File: src/rtl/core/tcw_pkg.sv
// ----------------------------------------------------------------------------
// Text console writer package
// Field widths, codes, item layouts and the command and status bundles that
// join the controller and the datapath.
// ----------------------------------------------------------------------------
`timescale 1ns / 1ps

package tcw_pkg;

  localparam int MAX_COLS_DEF = 80;
  localparam int MAX_ROWS_DEF = 25;

  localparam int COL_W  = 7;
  localparam int ROW_W  = 5;
  localparam int CW_W   = 8;
  localparam int RH_W   = 6;
  localparam int PROD_W = CW_W + RH_W;
  localparam int OFF_W  = 11;
  localparam int CELL_W = 16;
  localparam int BYTE_W = 8;
  localparam int MOD_W  = 8;
  localparam int MOD_CNT_W = $clog2(MOD_W);

  localparam int CFG_IDX_W  = 2;
  localparam int CFG_DATA_W = 8;

  localparam logic [CFG_IDX_W-1:0] REG_TEXT_COLOR = 2'd0;
  localparam logic [CFG_IDX_W-1:0] REG_COLUMNS    = 2'd1;
  localparam logic [CFG_IDX_W-1:0] REG_ROWS       = 2'd2;

  localparam logic [BYTE_W-1:0] RESET_COLOR   = 8'h07;
  localparam logic [COL_W-1:0]  RESET_COLUMNS = 7'd80;
  localparam logic [ROW_W-1:0]  RESET_ROWS    = 5'd25;

  localparam logic [BYTE_W-1:0] BLANK_CHAR = 8'h20;
  localparam logic [CELL_W-1:0] INIT_CELL  = {RESET_COLOR, BLANK_CHAR};

  localparam logic [BYTE_W-1:0] CHAR_BS  = 8'd8;
  localparam logic [BYTE_W-1:0] CHAR_LF  = 8'd10;
  localparam logic [BYTE_W-1:0] CHAR_CR  = 8'd13;
  localparam logic [BYTE_W-1:0] PRINT_LO = 8'd32;
  localparam logic [BYTE_W-1:0] PRINT_HI = 8'd128;

  typedef enum logic [1:0] {
    FUNC_PUT,
    FUNC_GOTO,
    FUNC_CLEAR,
    FUNC_READ
  } func_t;

  typedef struct packed {
    logic [BYTE_W-1:0] row;
    logic [BYTE_W-1:0] col;
    logic [BYTE_W-1:0] char_code;
    func_t             func;
  } in_item_t;

  typedef struct packed {
    logic [CELL_W-1:0] cell_data;
    logic [OFF_W-1:0]  cursor_offset;
    logic [ROW_W-1:0]  cursor_row;
    logic [COL_W-1:0]  cursor_col;
  } out_item_t;

  localparam int IN_ITEM_W   = $bits(in_item_t);
  localparam int IN_DATA_W   = ((IN_ITEM_W + 7) / 8) * 8;
  localparam int OUT_ITEM_W  = $bits(out_item_t);
  localparam int OUT_DATA_W  = ((OUT_ITEM_W + 7) / 8) * 8;

  typedef enum logic [2:0] {
    WR_NONE,
    WR_INIT,
    WR_CHAR,
    WR_BS,
    WR_BLANK
  } wr_op_t;

  typedef enum logic [2:0] {
    CUR_HOLD,
    CUR_CR,
    CUR_LF,
    CUR_ADV,
    CUR_BS,
    CUR_GOTO_COL,
    CUR_GOTO_ROW,
    CUR_HOME
  } cur_op_t;

  typedef struct packed {
    logic    latch;
    wr_op_t  wr;
    cur_op_t cur;
    logic    scan_clr;
    logic    scan_inc;
    logic    rd_copy;
    logic    mul_inrow;
    logic    mod_load;
    logic    mod_row;
    logic    mod_step;
    logic    cell_load;
    logic    out_load;
  } cmd_t;

  typedef struct packed {
    func_t             func;
    logic [BYTE_W-1:0] char_code;
    logic              last_col;
    logic              last_row;
    logic              in_range;
    logic              mod_last;
    logic              scan_copy;
    logic              scan_last_area;
    logic              scan_last_init;
    logic              out_free;
  } status_t;

endpackage

File: src/rtl/core/tcw_ctrl.sv
// ----------------------------------------------------------------------------
// Text console writer controller
// Sequences the clearing pass, operation dispatch, remainder steps, scroll
// and clear sweeps, cell reads and result delivery.
// ----------------------------------------------------------------------------
`timescale 1ns / 1ps

module tcw_ctrl (
  input  logic              clk,
  input  logic              rst,
  input  logic              s_tvalid,
  output logic              s_tready,
  input  tcw_pkg::status_t  status,
  output tcw_pkg::cmd_t     cmd
);
  import tcw_pkg::*;

  typedef enum logic [3:0] {
    ST_INIT,
    ST_IDLE,
    ST_DISPATCH,
    ST_MOD_COL,
    ST_COL_WB,
    ST_MOD_ROW,
    ST_ROW_WB,
    ST_COPY,
    ST_BLANK,
    ST_READ,
    ST_READ_DATA,
    ST_FINISH,
    ST_RESULT
  } state_t;

  state_t state;
  state_t state_next;
  logic   printable;

  assign printable = (status.char_code >= PRINT_LO) && (status.char_code < PRINT_HI);

  always_comb begin
    state_next = state;
    cmd        = '0;
    case (state)
      ST_INIT: begin
        cmd.wr       = WR_INIT;
        cmd.scan_inc = 1'b1;
        if (status.scan_last_init) begin
          state_next = ST_IDLE;
        end
      end
      ST_IDLE: begin
        if (s_tvalid) begin
          cmd.latch  = 1'b1;
          state_next = ST_DISPATCH;
        end
      end
      ST_DISPATCH: begin
        case (status.func)
          FUNC_PUT: begin
            state_next = ST_FINISH;
            if (status.char_code == CHAR_CR) begin
              cmd.cur = CUR_CR;
            end else if (status.char_code == CHAR_LF) begin
              cmd.cur = CUR_LF;
              if (status.last_row) begin
                cmd.scan_clr = 1'b1;
                state_next   = ST_COPY;
              end
            end else if (status.char_code == CHAR_BS) begin
              cmd.wr  = WR_BS;
              cmd.cur = CUR_BS;
            end else if (printable) begin
              cmd.wr  = WR_CHAR;
              cmd.cur = CUR_ADV;
              if (status.last_col && status.last_row) begin
                cmd.scan_clr = 1'b1;
                state_next   = ST_COPY;
              end
            end
          end
          FUNC_GOTO: begin
            cmd.mod_load = 1'b1;
            state_next   = ST_MOD_COL;
          end
          FUNC_CLEAR: begin
            cmd.scan_clr = 1'b1;
            cmd.cur      = CUR_HOME;
            state_next   = ST_BLANK;
          end
          FUNC_READ: begin
            if (status.in_range) begin
              cmd.mul_inrow = 1'b1;
              state_next    = ST_READ;
            end else begin
              state_next = ST_FINISH;
            end
          end
          default: begin
            state_next = ST_FINISH;
          end
        endcase
      end
      ST_MOD_COL: begin
        cmd.mod_step = 1'b1;
        if (status.mod_last) begin
          state_next = ST_COL_WB;
        end
      end
      ST_COL_WB: begin
        cmd.cur      = CUR_GOTO_COL;
        cmd.mod_load = 1'b1;
        cmd.mod_row  = 1'b1;
        state_next   = ST_MOD_ROW;
      end
      ST_MOD_ROW: begin
        cmd.mod_step = 1'b1;
        if (status.mod_last) begin
          state_next = ST_ROW_WB;
        end
      end
      ST_ROW_WB: begin
        cmd.cur    = CUR_GOTO_ROW;
        state_next = ST_FINISH;
      end
      ST_COPY: begin
        if (status.scan_copy) begin
          cmd.rd_copy  = 1'b1;
          cmd.scan_inc = 1'b1;
        end else begin
          state_next = ST_BLANK;
        end
      end
      ST_BLANK: begin
        cmd.wr       = WR_BLANK;
        cmd.scan_inc = 1'b1;
        if (status.scan_last_area) begin
          state_next = ST_FINISH;
        end
      end
      ST_READ: begin
        state_next = ST_READ_DATA;
      end
      ST_READ_DATA: begin
        cmd.cell_load = 1'b1;
        state_next    = ST_FINISH;
      end
      ST_FINISH: begin
        state_next = ST_RESULT;
      end
      ST_RESULT: begin
        if (status.out_free) begin
          cmd.out_load = 1'b1;
          state_next   = ST_IDLE;
        end
      end
      default: begin
        state_next = ST_IDLE;
      end
    endcase
  end

  always_ff @(posedge clk) begin
    if (rst) begin
      state    <= ST_INIT;
      s_tready <= 1'b0;
    end else begin
      state    <= state_next;
      s_tready <= (state_next == ST_IDLE);
    end
  end

`ifndef SYNTHESIS
  a_no_accept_in_init: assert property (@(posedge clk) disable iff (rst)
    (state == ST_INIT) |-> !s_tready)
    else $error("item port open during clearing pass");

  a_result_waits: assert property (@(posedge clk) disable iff (rst)
    (state == ST_RESULT && !status.out_free) |=> (state == ST_RESULT))
    else $error("result dropped while output register busy");

  a_ready_only_idle: assert property (@(posedge clk) disable iff (rst)
    s_tready == (state == ST_IDLE))
    else $error("item port open outside the idle state");
`endif

endmodule

File: config.mk
export PLATFORM = sky130hd
export DESIGN_NAME = tcw_ctrl
export DESIGN_NICKNAME = d
export VERILOG_FILES = /design/src/rtl/core/tcw_pkg.sv /design/src/rtl/core/tcw_ctrl.sv
export SDC_FILE = /design/constraint.sdc
export NUM_CORES = 1
export LEC_CHECK = 0
export BUFFER_PORTS_ARGS = -buffer_cell sky130_fd_sc_hd__buf_4
export CAP_MARGIN = 20
export CORE_ASPECT_RATIO = 1.4
export CORE_UTILIZATION = 36
export CTS_CLUSTER_DIAMETER = 150
export DETAILED_ROUTE_END_ITERATION = 10
export PLACE_DENSITY = 0.66
export REMOVE_ABC_BUFFERS = 1
export SYNTH_ARGS = -nofsm -noshare
export SYNTH_HDL_FRONTEND = slang
export SYNTH_SLANG_ARGS = --single-unit
File: constraint.sdc
create_clock -name clk -period 1.6 [get_ports clk]
set_input_delay 0 -clock clk [delete_from_list [all_inputs] [get_ports clk]]
set_output_delay 0 -clock clk [all_outputs]
set_load 0.02 [all_outputs]
* Yosys cells after proc, flatten, opt, wreduce, memory -nomap -nowiden *
Cells that the tools add are included.
Widths: inputs -> output; s select.

storage, ports and cells
  flip-flop bits (word level) = 5
  output and inout bits = 17
  word-level logic and storage cells = 81

operators by class
  order comparisons = 2
  eq/ne operators = 19
  mux-type cells = 51
  reduce and logical (&&, ||, !) cells = 7

operators by type and width
  kind                number
  $mux 4              14
  $pmux 4 s12         1
  $mux 7              5
  $eq 8x4->1 const B  3
  $eq 4x4->1 const B  5
  $pmux 3 s3          2
  $mux 1              17
  $eq 4x3->1 const B  4
  $pmux 4 s4          1
  $mux 3              4
  $mux 6              2
  $eq 4x1->1 const B  2
  $eq 4x2->1 const B  2
  $ge 8x6->1 const B  1
  $lt 8x8->1 const B  1
  $pmux 4 s2          1
  $reduce_or 2->1     3
  $eq 2x2->1 const B  2
  $logic_not 4->1     1
  $mux 2              2
  $pmux 1 s2          2
  $eq 2x1->1 const B  1
  $logic_and 1x1->1   2
  $logic_not 2->1     1

* Logic depth before layout (Yosys ltp) *
Gate-level depths: netlist (run 1).

  depth in word-level cells = 13
  gate-level depth with buffers = 6
  depth with buffers taken out = 5

* Least setup slack after synthesis (run 1) *
Ideal clock, no wire load.

  path kind = flip-flop to output port
  from = register state[2]
  to = output cmd[13] (netlist bit)
  arrival time = 1,642 ps
  path slack = -42 ps
  cell stages (with the launch flop) = 5
  path buffers = 1
  path through = dfxtp_1 -> buf_2 -> nand2b_4 -> or3_4 -> nor4_1

RTL lines
  what                    line             text
  start, declared         tcw_ctrl.sv:34   state_t state;
  start signal, assigned  tcw_ctrl.sv:167  state <= state_next;
  end, declared           tcw_ctrl.sv:14   output tcw_pkg::cmd_t cmd

==> impl_results.md, run 1 <==
- Via count of the first global-routing pass: 940
- Global-route wire length before repair: 3.73 mm
- Leak Pwr: 0.587 nW
- Switch Pwr: 0.917 mW
- Leading register cell type out of synthesis: dfxtp_1
- Grt ovf: 0
- R2R depth: 6
- Clock sinks: 5
- Largest family of logic cells by synthesized area: simple AND/OR/NAND/NOR gates
- Mapped cell area: 749 um2
- Adder-Cell Fraction of Synth Area: 0%
- Maxcap violations: 0
- Hold Path End: state[1]$_SDFF_PP0_
- Flops & latches, synth: 5
- DRT Pass-1 Iters: 4
- Clock skew: 0.00916 ns
- XOR/XNOR Fraction of Synth Area: 1.17%
- Layout area overhead: 79.3%
- Vias per cell: around 5.6
- Nets: roughly 180
- Cells after DPL: 171
- Syn Inst Count: 103
- Pwr dens: 1520 nW/um2
- DRC violations left: 0
- Reg2Reg Launch Point: state[0]$_SDFF_PP0_
- Worst vdd ir: 0.000994 V
- Reg power frac: 13.1%
- Clock power frac: 7.8%
- R2R Path End: s_tready$_SDFF_PP0_
- Sequential share of the synthesized area: between 10% and 20%
- RSZ-0062 raised after global routing: yes
- Ports: 38
- Synth Area in Compound Gates: 31.9%
- Placer congestion estimate: 0.890
- Final Cycle Share: 101%
- Final HPWL DP: 2.02 mm
- Synth Area in Simple Gates: 44.1%
- Worst-Skew Late Latency: 0.26 ns
- Critical path endpoint category: output port
- Clock edge transition at the registers on the reported setup and hold paths: 0.05 ns
- Most frequent cells in the layout: 51 x buf_4, 10 x nor2_1, 9 x nand2_1, 6 x buf_6, 5 x a21oi_1
- Slew @ Worst Pin: 0.435 ns
- Final Hold Viols: 0
- CTS tree: built
- Logic pwr share: 79.1%
- Hold path cells: 3
- Row count: 19
- Post-synthesis mux area share: approximately 1.3%
- Relative slew slack: 70.6%
- CP max FO: 3
- Total GRT Usage: a little under a quarter
- Commonest non-fill, non-tap cell in the layout: buf_4
- Critical path class: reg2out
- Worst Path Arrival: 1.62 ns
- Fraction of registers with async set/reset: 0%
- Iter 0 DRT Violations: 14
- Largest net degree at the start of global routing: 14
- Final ANT Viol Nets: 0
- Cell variety after synth: 48
- Die height: 56.0 um
- CORE AREA: 1970 um2
- Failing checks: negative setup slack
- CTS Buf Count: 3
- Input/output buffers: 37
- Final WS setup: -0.0194 ns
- FF-to-FF setup slack: 0.04 ns
- Via count: about 1000
- Initial antenna violation count: 0
- CP Launch Type: register
- Layout cell share with drive strength beyond 1: 57.2%
- Hold Path Origin: status[2]
- Hold_ws: 0.0411 ns
- H-Tree Depth: 1
- Max-slew violation count: 0
- Syn avg cell area: 7.28 um2
- # diodes: 0
- EDFF count, synth: 0
- Fin cells: 180
- Root Driver: clkbuf_4
- Synth warnings: 0
- Data required, critical path: 1.60 ns
- Status: complete, but fails checks
- Starting Density: between 30 and 40%
- Die W: 40.6 um
- WL/cell: 14.7 um
- P_int: about 1.1 mW
- Setup violators final: 1
- Worst Hold Class: in2reg
- Switch share: between 40% and 50%
- Clock buffer depth: 2
- Tmin final: around 1.6 ns
- Total wire length: between 2 and 3 mm
- Max Freq: 617 MHz
- Die area: approximately 2300 um2
## stage by stage
step | total power, mW | setup TNS (ns) | util, % | setup WS, ns | cell area, um2
detailed placement | 1.61 | -0.141 | 58.7 | -0.103 | 1160
finish | 2.04 | -0.0194 | 68.1 | -0.0194 | 1340
CTS | 1.89 | -0.0129 | 63.9 | -0.00753 | 1260
floorplan | 0.942 | -0.513 | - | -0.193 | 707
global placement | 1.59 | -0.108 | 58.7 | -0.0778 | 1160
global route | 2.18 | -0.119 | 68.1 | -0.0449 | 1340
## sequential cells by signal, summed over array words and instances (netlist names)
name      cells
state         4
s_tready      1
## cell type report
| cell class | count | area [um2] |
|---|---|---|
| clock buffers | 4 | 26.3 |
| fillers | 176 | 629 |
| inverters | 5 | 18.8 |
| well taps | 21 | 26.3 |
| flip-flops and latches | 5 | 110 |
| repair buffers | 60 | 500 |
| multi-input cells | 85 | 662 |
## per-layer routing
| layer | track usage [%] | vias up | share of wire, % |
|---|---|---|---|
| li1 | - | 494 | - |
| met1 | 20.7 | 463 | 35 |
| met2 | 45.1 | 44 | 56 |
| met3 | 1.20 | 11 | 4.9 |
| met4 | 15.7 | 0 | 4.5 |
| met5 | 0 | - | 0 |
## cells in the mapped netlist, types with 2 or more instances
master	instances	area share [%]
o21a_1	3	3.0
or3_1	2	1.7
buf_2	4	2.7
o21ai_0	2	1.3
nor4_1	2	1.7
nand2_1	9	4.5
inv_1	4	2.0
nor2_1	12	6.0
o21ai_1	3	2.0
nor4b_2	2	4.0
a31oi_1	3	2.5
o31ai_1	2	2.0
nand2b_1	4	3.3
nor4b_1	2	2.3
buf_4	2	2.0
dfxtp_1	5	13
nor3_1	4	2.7
nand3_1	2	1.3
clkbuf_1	2	1.0
a21oi_1	6	4.0
## worst max-delay path, stage by stage, from the launching register on
cell and delay (ns):
dfxtp_4 0.36, buf_6 0.12, or3_4 0.39, buf_6 0.13, nor2_4 0.09, o21a_1 0.15
buf_6 0.12
## worst max path at each step
stage,startpoint,end,slack (ns),depth (start not counted)
2_1_floorplan,state[3]$_SDFF_PP0_,s_tready$_SDFF_PP0_,-0.19,5
3_3_place_gp,state[0]$_SDFF_PP0_,s_tready$_SDFF_PP0_,-0.08,6
3_5_place_dp,state[0]$_SDFF_PP0_,s_tready$_SDFF_PP0_,-0.10,6
4_1_cts,state[3]$_SDFF_PP0_,s_tready$_SDFF_PP0_,-0.008,6
5_1_grt,state[0]$_SDFF_PP0_,cmd[8],-0.04,6
6_report,state[0]$_SDFF_PP0_,cmd[8],-0.02,6
## power groups by stage
stage          clock network [mW]  registers (mW)  logic [mW]
2_1_floorplan                   0           0.323       0.619
3_3_place_gp                    0           0.270        1.32
3_5_place_dp                    0           0.272        1.34
4_1_cts                     0.161           0.268        1.47
5_1_grt                     0.169           0.272        1.74
6_report                    0.159           0.267        1.62
## kinds of logic after synthesis
group,Yosys count
and+or+nand+nor,51
AOI/OAI and AO/OA,32
buffers and inverters,13
DFF,5
xor gates and xnor gates,1
muxes,1
## repair_timing
item	4_1_cts	5_1_grt
setup endpoints to repair	8	7
setup buffers	1	3
hold endpoints to repair	4	0
resized for setup	14	15
hold buffers	1	0
cloned	0	0
pin swaps	2	0
(Power assumes the default switching activity.)
==> run 2, diff against run 1 <==
Settings changed: SKIP_CTS_REPAIR_TIMING set to 1.
==> run 2 against run 1 <==
The flow still finishes with violations (negative setup slack). Highest routed layer unchanged. Worst setup slack barely moved. Largest power group unchanged. Global-route usage shrank 0.92 points. Combinational power about the same. Critical path type unchanged. Routed wire length fell by 0.57%.
==> impl_results.md, run 2 (synthesis results as in run 1) <==
- Ports: 38 (unchanged)
- CTS tree: built
- Worst Hold Class: in2reg
- Total wire length: 2.63 mm (-0.57%)
- Initial antenna violation count: 0 (unchanged)
- CORE AREA: 1970 um2 (unchanged)
- Fin Setup TNS: -0.0224 ns (-0.00298 ns)
- WL/cell: 14.6 um (-0.57%)
- Setup violators final: 2 (+1)
- Worst vdd ir: 0.000993 V (-0.10%)
- Layout cell share with drive strength beyond 1: 57.2% (unchanged)
- Root Driver: clkbuf_4
- Max Freq: 618 MHz (about the same)
- Worst Path Arrival: 1.62 ns (about the same)
- # diodes: 0 (unchanged)
- Register Area: 110 um2 (unchanged)
- Buf+Inv Stages, Crit Path: 3 (unchanged)
- Clock power frac: 7.8% (about the same)
- Input/output buffers: 37 (unchanged)
- Crit path from: state[0]$_SDFF_PP0_
- CP max FO: 3 (unchanged)
- Relative slew slack: 77.1% (+6.5 points)
- Clock sinks: 5 (unchanged)
- CTS Buf Count: 3 (unchanged)
- Logic pwr share: 79.2% (about the same)
- Fin cells: 180 (unchanged)
- Tmin final: 1.62 ns (-0.0000895 ns)
- Max-slew violation count: 0 (unchanged)
- DRC violations left: 0 (unchanged)
- Switch share: 45.0% (+0.086 points)
- Failing checks: negative setup slack
- P_int: 1.12 mW (-0.15%)
- Reg2Reg Launch Point: state[0]$_SDFF_PP0_
- Clock buffer depth: 2 (unchanged)
- Die W: 40.6 um (unchanged)
- H-Tree Depth: 1 (unchanged)
- Slew @ Worst Pin: 0.343 ns (-0.0915 ns)
- Final HPWL DP: 2.02 mm (unchanged)
- Switch Pwr: 0.919 mW (+0.20%)
- Die height: 56.0 um (unchanged)
- Placer congestion estimate: 0.890 (unchanged)
- Status: complete, but fails checks
- Layout area overhead: 80.3%
- Data required, critical path: 1.60 ns (about the same)
- Final ANT Viol Nets: 0 (unchanged)
- Multi-input logic area: 664 um2 (+0.38%)
- Crit path max-delay family: simple AND/OR/NAND/NOR gates
- Global-route wire length before repair: 3.62 mm (-3.1%)
- Clock edge transition at the registers on the reported setup and hold paths: 0.05 ns (about the same)
- CP max stage delay: 0.39 ns (about the same)
- Via count of the first global-routing pass: 894 (-4.9%)
- Most common cell on crit path: buf_6
- Most frequent cells in the layout: 52 x buf_4, 10 x nor2_1, 9 x nand2_1, 5 x a21oi_1
- Row count: 19 (unchanged)
- Leak Pwr: 0.585 nW (-0.22%)
- Vias per cell: 5.68 (+0.99%)
- Worst-Skew Late Latency: 0.26 ns (about the same)
- Largest net degree at the start of global routing: 14 (unchanged)
- Fillers: 173 (-1.7%)
- Die area: 2270 um2 (unchanged)
- Clock skew: 0.00902 ns (-0.000136 ns)
- DRT Pass-1 Iters: 4 (unchanged)
- Final Cycle Share: 101% (about the same)
- Iter 0 DRT Violations: 8 (-6)
- RSZ-0062 raised after global routing: yes
- Starting Density: 38.0% (unchanged)
- Total GRT Usage: 22.9% (-0.92 points)
- Pwr dens: 1510 nW/um2 (-0.55%)
- Cells after DPL: 171 (unchanged)
- Final Hold Viols: 0 (unchanged)
- Critical path class: reg2out
- CP Launch Type: register
- Via count: 1022 (+0.99%)
- Critical-path cell list: buf_6 -> or3_4 -> buf_6 -> nor2_4 -> o21a_1 -> buf_6
- Critical path endpoint category: output port
- Grt ovf: 0 (unchanged)
- Final WS setup: -0.0194 ns (+0.0000895 ns)
- Reg power frac: 13.0% (about the same)
- Max reg flops: 4 (unchanged)
- Maxcap violations: 0 (unchanged)
- Nets: 181 (unchanged)
- Regs by FF count: state (4), s_tready (1)
- Highest-delay cell along the critical path: or3_4
- Hold Path Origin: status[2]
- Commonest non-fill, non-tap cell in the layout: buf_4
- Biggest register: state
## run 2: final timing paths
path	cells past startpoint	end	slack, ns
max reg2reg	6	s_tready$_SDFF_PP0_	0.04
min reg2reg	4	state[2]$_SDFF_PP0_	0.70
min	3	state[1]$_SDFF_PP0_	0.04
max	6	cmd[8]	-0.02
## run 2: final cells by class
cell class | instances | area share, %
Multi-Input combinational cell | 85 | 49.2
Timing Repair Buffer | 60 | 37.4
Sequential cell | 5 | 8.15
Clock buffer | 4 | 1.94
Tap cell | 21 | 1.94
Inverter | 5 | 1.39
## run 2: metrics by stage
step                power, mW  utilization [%]  worst slack, ns  hold slack [ns]  area (um2)
floorplan               0.942                -           -0.193           0.0691         707
global placement         1.59             58.7          -0.0778            0.198        1160
detailed placement       1.61             58.7           -0.103            0.201        1160
CTS                      1.77             60.1           -0.262          -0.0694        1180
global route             2.17             68.5          -0.0448           0.0685        1350
finish                   2.04             68.5          -0.0194           0.0400        1350
## run 2: tightest hold or removal path, delay by kind of cell
family	cells	cell delay (ns)
AO/OA/AOI/OAI	2	0.17
buffers and inverters	1	0.08
## run 2: power groups by stage
stage	logic [mW]	clock network, mW	registers [mW]
finish	1.62	0.159	0.266
global route	1.73	0.169	0.271
CTS	1.34	0.161	0.271
detailed placement	1.34	0	0.272
global placement	1.32	0	0.270
floorplan	0.619	0	0.323
## run 2: metal layers
| metal | vias to the layer above | track usage, % | routed length, um |
|---|---|---|---|
| met4 | 0 | 12.4 | 53 |
| met3 | 5 | 1.20 | 139 |
| met2 | 46 | 43.8 | 1570 |
| li1 | 496 | - | - |
| met1 | 475 | 20.9 | 865 |
| met5 | - | 0 | 0 |
==> run 3, diff against run 2 <==
Settings changed: GPL_TIMING_DRIVEN set to 0.
Clock period 1.6 ns to 1.7 ns, I/O delays scaled along.
==> run 3 against run 2 <==
The run now ends clean. Non-clock buffer count is 22 lower. Worst setup slack better by 0.085 ns. Clock power is 14% lower. Critical endpoint is now cmd[13]. Core utilization is 14 points lower. Cell count is 12% lower.
==> impl_results.md, run 3 (synthesis results as in run 1) <==
- Maxcap violations: 0 (unchanged)
- Starting Density: 38.0% (unchanged)
- Layout cell share with drive strength beyond 1: 43.8% (-13 points)
- CP max FO: 17 (+14)
- Hold_ws: 0.0835 ns (+0.0435 ns)
- Final HPWL DP: 1.67 mm (-17%)
- Grt ovf: 0 (unchanged)
- H-Tree Depth: 1 (unchanged)
- Leak Pwr: 0.462 nW (-21%)
- Max Freq: roughly 600 MHz
- Critical path class: reg2out
- Post-route cell area: 1080 um2 (-20%)
- Die area: 2270 um2 (unchanged)
- R2R depth: 5 (-1)
- Clock sinks: 5 (unchanged)
- Max reg flops: 4 (unchanged)
- Total wire length: 2.15 mm (-18%)
- Status: finished, final reports clean
- Nets: 159 (-12%)
- Clock buffer depth: 2 (unchanged)
- Worst vdd ir: 0.00109 V (+10%)
- Reg power frac: 26.2% (+13 points)
- Reg2Reg Launch Point: state[3]$_SDFF_PP0_
- Die height: 56.0 um (unchanged)
- Switch Pwr: 0.700 mW (-24%)
- Switch share: 49.3% (+4.3 points)
- Via count: 900 (-12%)
- RSZ-0062 raised after global routing: no
- Worst Hold Class: in2reg
- Tmin final: 1.63 ns
- Pwr Total: 1.42 mW (-30%)
- Slew @ Worst Pin: 0.363 ns (+0.0197 ns)
- CP endpoint: cmd[13]
- Ports: 38 (unchanged)
- Crit path max-delay family: simple AND/OR/NAND/NOR gates
- Relative slew slack: 75.4% (-1.6 points)
- Critical-path cell list: nand2b_4 -> or3_4 -> nor4_1 -> buf_4
- FF-to-FF setup slack: 0.15 ns (+0.11 ns)
- Clock edge transition at the registers on the reported setup and hold paths: 0.04 ns (about the same)
- Largest net degree at the start of global routing: 23 (+9)
- Data required, critical path: 1.70 ns (+0.10 ns)
- Via count of the first global-routing pass: 813 (-9.1%)
- R2R Path End: s_tready$_SDFF_PP0_
- Iter 0 DRT Violations: 13 (+5)
- Worst path depth: 4 (-2)
- Clock power frac: 9.6% (+1.8 points)
- Highest-delay cell along the critical path: dfxtp_4
- Vias per cell: 5.70 (+0.32%)
- Hold path cells: 3 (unchanged)
- Die W: 40.6 um (unchanged)
- Commonest non-fill, non-tap cell in the layout: buf_4
- Initial antenna violation count: 0 (unchanged)
- DRC violations left: 0 (unchanged)
- Most frequent cells in the layout: 37 x buf_4, 12 x nor2_1, 9 x nand2_1, 6 x a21oi_1
- Placer congestion estimate: 0.783 (-12%)
- WL/cell: 13.6 um (-6.7%)
- Final ANT Viol Nets: 0 (unchanged)
- Input/output buffers: 37 (unchanged)
- Worst Path Arrival: 1.63 ns (about the same)
- Total GRT Usage: 20.1% (-2.8 points)
- Biggest register: state
- CTS tree: built
- DRT Pass-1 Iters: 4 (unchanged)
- CP Launch Type: register
- CP max stage delay: 0.40 ns (about the same)
- Critical path endpoint category: output port
- Max-slew violation count: 0 (unchanged)
- Clock skew: 0.00374 ns (-0.00528 ns)
- Fillers: 195 (+13%)
- Crit path from: state[2]$_SDFF_PP0_
- Pwr dens: 1320 nW/um2 (-13%)
- Area after DPL: 1010 um2 (-13%)
- Setup violators final: 0 (-2)
- Root Driver: clkbuf_4
- Row count: 19 (unchanged)
- # diodes: 0 (unchanged)
- Layout area overhead: 43.6%
- Final Hold Viols: 0 (unchanged)
- Worst-Skew Late Latency: 0.24 ns (-0.02 ns)
- Buf+Inv Stages, Crit Path: 1 (-2)
- Final Cycle Share: 96.2%
- CORE AREA: 1970 um2 (unchanged)
- Logic pwr share: 64.2% (-15 points)
- Regs by FF count: state (4), s_tready (1)
- Hold Path Origin: status[2]
- Global-route wire length before repair: 3.32 mm (-8.2%)
- CTS Buf Count: 3 (unchanged)
- P_int: 0.719 mW (-36%)
[run 3: changes by cell type in the layout (fill, tap and decap cells not counted), moves of 2 or more]
cell | before | now
dfxtp_4 | 2 | 4
dfxtp_2 | 2 | 0
buf_6 | 4 | 0
buf_12 | 3 | 0
buf_4 | 52 | 37
nor2_1 | 10 | 12
[run 3: cell type report]
type                    count  area (um2)  share of cell area [%]
clock buffers               4        26.3                    2.44
repair buffers             38         288                    26.7
well taps                  21        26.3                    2.44
flip-flops and latches      5         115                    10.7
multi-input cells          85         602                    55.9
inverters                   5        18.8                    1.74
[run 3: tightest hold or removal path, delay by kind of cell]
| kind | cells | cell delay [ns] |
|---|---|---|
| buffers and inverters | 1 | 0.07 |
| AOI/OAI and AO/OA | 2 | 0.21 |
[run 3: routing by layer]
layer  vias up  global-route usage (%)  wire length [um]
met1       417                    21.8               896
li1        450                       -                 -
met2        33                    36.7              1120
met4         0                    4.29                 0
met5         -                       0                 0
met3         0                    4.00               135
[run 3: how the worst min path moves through the flow]
stage                                      to
after floorplan           state[2]$_SDFF_PP0_
after global placement    state[1]$_SDFF_PP0_
after detailed placement  state[3]$_SDFF_PP0_
after CTS                 state[3]$_SDFF_PP0_
after global routing      state[1]$_SDFF_PP0_
final                     state[1]$_SDFF_PP0_
[run 3: power groups by stage]
stage / Clock, mW / Sequential, mW / Combinational (mW)
after floorplan: 0 / 0.304 / 0.582
after global placement: 0 / 0.342 / 0.877
after detailed placement: 0 / 0.344 / 0.889
after CTS: 0.141 / 0.342 / 0.893
after global routing: 0.149 / 0.393 / 0.999
final: 0.136 / 0.372 / 0.911
[run 3: through the flow]
| stage | utilization, % | setup TNS (ns) | setup slack (ns) | cells |
|---|---|---|---|---|
| final | 54.5 | 0 | 0.0654 | 158 |
| after floorplan | - | -0.213 | -0.0935 | 95 |
| after global placement | 51.2 | -0.843 | -0.414 | 153 |
| after global routing | 54.5 | 0 | 0.00918 | 158 |
| after CTS | 52.6 | -1.71 | -0.426 | 157 |
| after detailed placement | 51.2 | -0.842 | -0.409 | 153 |
